## config.mk

```make
export PLATFORM = sky130hd
export DESIGN_NAME = tlsg_ctrl
export DESIGN_NICKNAME = d
export VERILOG_FILES = /design/src/hdl/tlsg_pkg.sv /design/src/hdl/tlsg_ctrl.sv
export SDC_FILE = /design/constraint.sdc
export NUM_CORES = 1
export LEC_CHECK = 0
export BUFFER_PORTS_ARGS = -buffer_cell sky130_fd_sc_hd__buf_2
export CAP_MARGIN = 20
export CELL_PAD_IN_SITES_DETAIL_PLACEMENT = 1
export CELL_PAD_IN_SITES_GLOBAL_PLACEMENT = 1
export CORE_AREA = 2 2 39 41
export DETAILED_ROUTE_END_ITERATION = 7
export DIE_AREA = 0 0 41 43
export PLACE_DENSITY = 0.8
export SYNTH_ARGS = -nofsm -noshare
export SYNTH_HDL_FRONTEND = slang
export SYNTH_SLANG_ARGS = --single-unit
```

## constraint.sdc

```tcl
create_clock -name aclk -period 2.5 [get_ports aclk]
set_clock_uncertainty 0.05 [all_clocks]
set_input_delay 0.5 -clock aclk [delete_from_list [all_inputs] [get_ports aclk]]
set_output_delay 0.5 -clock aclk [all_outputs]
set_load 0.01 [all_outputs]
```

## src/hdl/tlsg_pkg.sv

```systemverilog
// ----------------------------------------------------------------------------
// tlsg_pkg
// Shared types and constants for the trapezoid line step generator.
// ----------------------------------------------------------------------------
package tlsg_pkg;

    localparam int FEED_W = 40;
    localparam int DIV_W  = 48;

    typedef enum logic [2:0] {
        ST_STEP     = 3'd0,
        ST_FINISHED = 3'd1,
        ST_ABORT    = 3'd2,
        ST_REJECTED = 3'd3,
        ST_IDLE     = 3'd4,
        ST_STARTED  = 3'd5
    } status_t;

    typedef enum logic [1:0] {
        PH_STOP   = 2'd0,
        PH_ACCEL  = 2'd1,
        PH_CRUISE = 2'd2,
        PH_DECEL  = 2'd3
    } phase_t;

    typedef enum logic [3:0] {
        FS_IDLE,
        FS_DECODE,
        FS_DIV1,
        FS_WAIT1,
        FS_FDIV,
        FS_WAITF,
        FS_DIV2,
        FS_WAIT2,
        FS_MUL,
        FS_FEED,
        FS_OUT
    } fsm_t;

    // commands from controller to datapath
    typedef struct packed {
        logic load_item;
        logic decode;
        logic div_k;
        logic div_feed;
        logic feed_hi;
        logic div_delay;
        logic mul_dv;
        logic feed_upd;
        logic emit;
    } cmd_t;

    // status from datapath to controller
    typedef struct packed {
        logic is_tick;
        logic tick_done;
        logic div_busy;
    } stat_t;

endpackage

```

## src/hdl/tlsg_ctrl.sv

```systemverilog
// ----------------------------------------------------------------------------
// tlsg_ctrl
// Sequencer for one item: decode, then for a stepping tick the divisions and feed update, then output.
// ----------------------------------------------------------------------------
module tlsg_ctrl
    import tlsg_pkg::*;
(
    input  logic  aclk,
    input  logic  aresetn,
    input  logic  in_fire,
    input  logic  out_free,
    input  stat_t stat,
    output logic  in_ready,
    output cmd_t  cmd
);

    fsm_t state_reg, state_next;

    always_ff @(posedge aclk) begin
        if (!aresetn) begin
            state_reg <= FS_IDLE;
        end else begin
            state_reg <= state_next;
        end
    end

    // next state and commands
    always_comb begin
        state_next = state_reg;
        cmd        = '0;
        in_ready   = 1'b0;
        case (state_reg)
            FS_IDLE: begin
                in_ready = 1'b1;
                if (in_fire) begin
                    cmd.load_item = 1'b1;
                    state_next    = FS_DECODE;
                end
            end
            FS_DECODE: begin
                cmd.decode = 1'b1;
                if (stat.is_tick && stat.tick_done) state_next = FS_DIV1;
                else state_next = FS_OUT;
            end
            FS_DIV1: begin
                cmd.div_k  = 1'b1;
                state_next = FS_WAIT1;
            end
            FS_WAIT1: if (!stat.div_busy) state_next = FS_FDIV;
            // feed scaled down by reciprocal multiply, low then high half
            FS_FDIV: begin
                cmd.div_feed = 1'b1;
                state_next   = FS_WAITF;
            end
            FS_WAITF: begin
                cmd.feed_hi = 1'b1;
                state_next  = FS_DIV2;
            end
            FS_DIV2: begin
                cmd.div_delay = 1'b1;
                state_next    = FS_WAIT2;
            end
            FS_WAIT2: if (!stat.div_busy) state_next = FS_MUL;
            FS_MUL: begin
                cmd.mul_dv = 1'b1;
                state_next = FS_FEED;
            end
            FS_FEED: begin
                cmd.feed_upd = 1'b1;
                state_next   = FS_OUT;
            end
            FS_OUT: begin
                if (out_free) begin
                    cmd.emit   = 1'b1;
                    state_next = FS_IDLE;
                end
            end
            default: state_next = FS_IDLE;
        endcase
    end

    ap_load_from_idle: assert property (@(posedge aclk) disable iff (!aresetn)
        cmd.load_item |-> state_reg == FS_IDLE) else $error("load outside idle");
    ap_decode_after_load: assert property (@(posedge aclk) disable iff (!aresetn)
        cmd.load_item |=> cmd.decode) else $error("decode missing");
    ap_emit_free: assert property (@(posedge aclk) disable iff (!aresetn)
        cmd.emit |-> out_free) else $error("emit while output full");

endmodule

```

==> results.sh <==
export IMPL_p_comb_frac=0.305
export IMPL_worst_path_buf_inv=1
export IMPL_clock_sinks=4
export IMPL_antenna_cells=0
export IMPL_route_detailed_drc=0
export IMPL_reg2reg_depth=4
export IMPL_slew_headroom=0.675
export IMPL_p_sw_mw=0.0870
export IMPL_critPathMaxStageDelay_ns=0.45
export IMPL_clk_latency_ns=0.23
export IMPL_hold_start="aresetn"
export IMPL_power_frac_seq=0.380
export IMPL_grt_setup_unrepaired="no"
export IMPL_grt_util_all_layers=0.119
export IMPL_arrival_ns=1.32
export IMPL_grt_pass1_wl_mm=1.44
export IMPL_p_total_mw=0.252
export IMPL_cp_slowest_cell="dfxtp_1"
export IMPL_post_route_period_util=0.746
export IMPL_drtIter0Drc=4
export IMPL_die_width_um=41
export IMPL_nets=72
export IMPL_synth_seq_cells=4
export IMPL_final_setup_tns_ns=0
export IMPL_fmax_ghz=0.536
export IMPL_cts_resized=0
export IMPL_fill_cells=181
export IMPL_hold_end="state_reg[3]"
export IMPL_criticalPathCategory="reg2out"
export IMPL_holdWs_ns=0.476
export IMPL_hold_violations=0
export IMPL_drt_pre_antenna_iters=2
export IMPL_r2r_end="state_reg[3]"
export IMPL_path_max_fanout=16
export IMPL_setup_violations=0
export IMPL_swShare=0.346
export IMPL_dieArea_um2=1760
export IMPL_rows=14
export IMPL_gr_total_overflow=0
export IMPL_hp_class="in2reg"
export IMPL_numCtsBuffers=3
export IMPL_synth_nets=55
export IMPL_crit_family="simple AND/OR/NAND/NOR gates"
export IMPL_critical_path_startpoint_type="register"
export IMPL_grt_max_degree=17
export IMPL_worst_pin_slew_ns=0.487
export IMPL_post_synth_cell_area_avg_um2=7.53
export IMPL_cap_violations=0
export IMPL_synth_seq_area_share=0.221
export IMPL_htreeDepth=1
export IMPL_clockBufferDepth=2
export IMPL_io_pin_count=17
export IMPL_power_density_nw_per_um2=555
export IMPL_r2r_setup_slack_ns=1.11
export IMPL_core_area_um2=1380
export IMPL_first_global_vias=339
export IMPL_numPortBuffers=16
export IMPL_clk_pin_slew_ns=0.04
export IMPL_finalMaxSlewViolations=0
export IMPL_p_leak_nw=0.211
export IMPL_route_vias_total=388
export IMPL_drive_above_1_share=0.365
export IMPL_antenna_found_initial=0
export IMPL_status="finished clean"
export IMPL_worstSetupEndpointType="primary output"
export IMPL_gp_congestion=0.715
export IMPL_cts_hold_buf=0
export IMPL_cts_tree="built"
export IMPL_synth_distinct_cells=28
export IMPL_dpl_hpwl_um=634
export IMPL_wl_um=882
export IMPL_syn_to_final_growth_pct=25.3
export IMPL_routedWlPerCell_um=11.2
export IMPL_root_buffer="clkbuf_4"
export IMPL_cp_data_required_time_ns=1.95
export IMPL_synthCells=48
export IMPL_start_util=0.261
export IMPL_largest_reg_flops=4
export IMPL_ir_worst_vdd_mv=0.223
export IMPL_path_cells="nor4_2 > and2_1 > buf_2"
export IMPL_hold_depth=2
export IMPL_yosysWarnings=0
export IMPL_vias_per_cell=4.91
export IMPL_fin_util=0.327
export IMPL_die_h_um=43
export IMPL_p_int_mw=0.165
export IMPL_r2r_start="state_reg[0]"
export IMPL_post_cts_setup_buffers=0
export IMPL_p_clk_frac=0.314
export IMPL_netlist_area_um2=362
export IMPL_min_period_ns=1.87
export IMPL_ant_nets=0
-- worst reg2reg max path, delay by kind of cell (launching register included) --
kind           cells  cell delay [ns]
flip-flops         1             0.58
AO/OA/AOI/OAI      4             0.70
-- layout by cell type (no fill, tap or decap), drive strengths merged --
cell	netlist	final
nand2	4	4
inv	1	1
clkbuf	0	3
and3	3	3
o21a	1	1
nor3b	2	2
nand3	3	3
a21oi	1	1
a211oi	1	1
a21boi	1	1
or3	1	1
o21ai	4	4
nand2b	2	2
xor2	1	1
nor3	2	2
dfxtp	4	4
nor4b	1	1
and4	1	1
nand3b	1	1
buf	4	16
nand4b	1	1
nor2	6	6
nor4	2	2
and2	1	1
-- worst max path at each step --
stage | cells after the start | slack [ns] | endpoint | startpoint
global route | 3 | 0.52 | cmd[7] | state_reg[0]
global placement | 3 | 0.91 | cmd[8] | state_reg[1]
floorplan | 3 | 0.88 | cmd[8] | state_reg[3]
detailed placement | 3 | 0.88 | cmd[8] | state_reg[1]
CTS | 3 | 0.61 | cmd[8] | state_reg[1]
finish | 3 | 0.63 | cmd[8] | state_reg[1]
-- through the flow --
step | setup slack [ns] | instances | area, um^2
after floorplan | 0.875 | 48 | 362
after global placement | 0.909 | 76 | 430
after detailed placement | 0.876 | 76 | 430
after CTS | 0.613 | 79 | 453
after global routing | 0.517 | 79 | 453
final | 0.635 | 79 | 453
-- kinds of logic (layout without fill, tap and decap cells) --
| family | after synthesis | after routing | share of synthesized area |
|---|---|---|---|
| buffers and inverters | 5 | 20 | 0.0968 |
| AOI/OAI and AO/OA | 8 | 8 | 0.145 |
| and+or+nand+nor | 30 | 30 | 0.512 |
| xor gates and xnor gates | 1 | 1 | 0.0242 |
| DFF | 4 | 4 | 0.221 |
-- synthesized netlist by cell type --
| cell | count | area share |
|---|---|---|
| nor2_1 | 6 | 0.062 |
| dfxtp_1 | 4 | 0.22 |
| nand2_1 | 4 | 0.042 |
| and3_1 | 3 | 0.052 |
| nand3_1 | 3 | 0.042 |
| o21ai_0 | 3 | 0.042 |
| buf_4 | 2 | 0.042 |
| nand2b_1 | 2 | 0.035 |
| nor3_1 | 2 | 0.028 |
| a211oi_2 | 1 | 0.035 |
| a21boi_0 | 1 | 0.021 |
| a21oi_1 | 1 | 0.014 |
| and2_1 | 1 | 0.017 |
| and4_1 | 1 | 0.024 |
| buf_2 | 1 | 0.014 |
| buf_6 | 1 | 0.031 |
| inv_1 | 1 | 0.010 |
| nand3b_1 | 1 | 0.021 |
| nand4b_1 | 1 | 0.024 |
| nor3b_1 | 1 | 0.021 |
| nor3b_2 | 1 | 0.035 |
| nor4_1 | 1 | 0.017 |
| nor4_2 | 1 | 0.035 |
| nor4b_2 | 1 | 0.042 |
| o21a_1 | 1 | 0.021 |
| o21ai_1 | 1 | 0.014 |
| or3_1 | 1 | 0.017 |
| xor2_1 | 1 | 0.024 |
-- power groups by stage --
stage | Combinational [mW] | Clock [mW] | Sequential (mW)
detailed placement | 0.0779 | 0 | 0.0967
CTS | 0.0781 | 0.0852 | 0.0958
global placement | 0.0765 | 0 | 0.0956
finish | 0.0768 | 0.0791 | 0.0957
floorplan | 0.0732 | 0 | 0.0788
global route | 0.0866 | 0.0859 | 0.0997
-- final cells by class --
cell class              count  area [um^2]  share of cell area
multi-input cells          39          246               0.544
inverters                   1         3.75             0.00829
well taps                  16         20.0              0.0442
flip-flops and latches      4         80.1               0.177
clock buffers               3         22.5              0.0497
repair buffers             16         80.1               0.177
-- per-layer routing --
metal,track usage,share of wire,vias to the layer above
li1,-,-,204
met1,0.154,0.50,170
met2,0.166,0.40,14
met3,0.0314,0.099,0
met4,0.0800,0,0
met5,0,0,-
(Power assumes the default switching activity.)
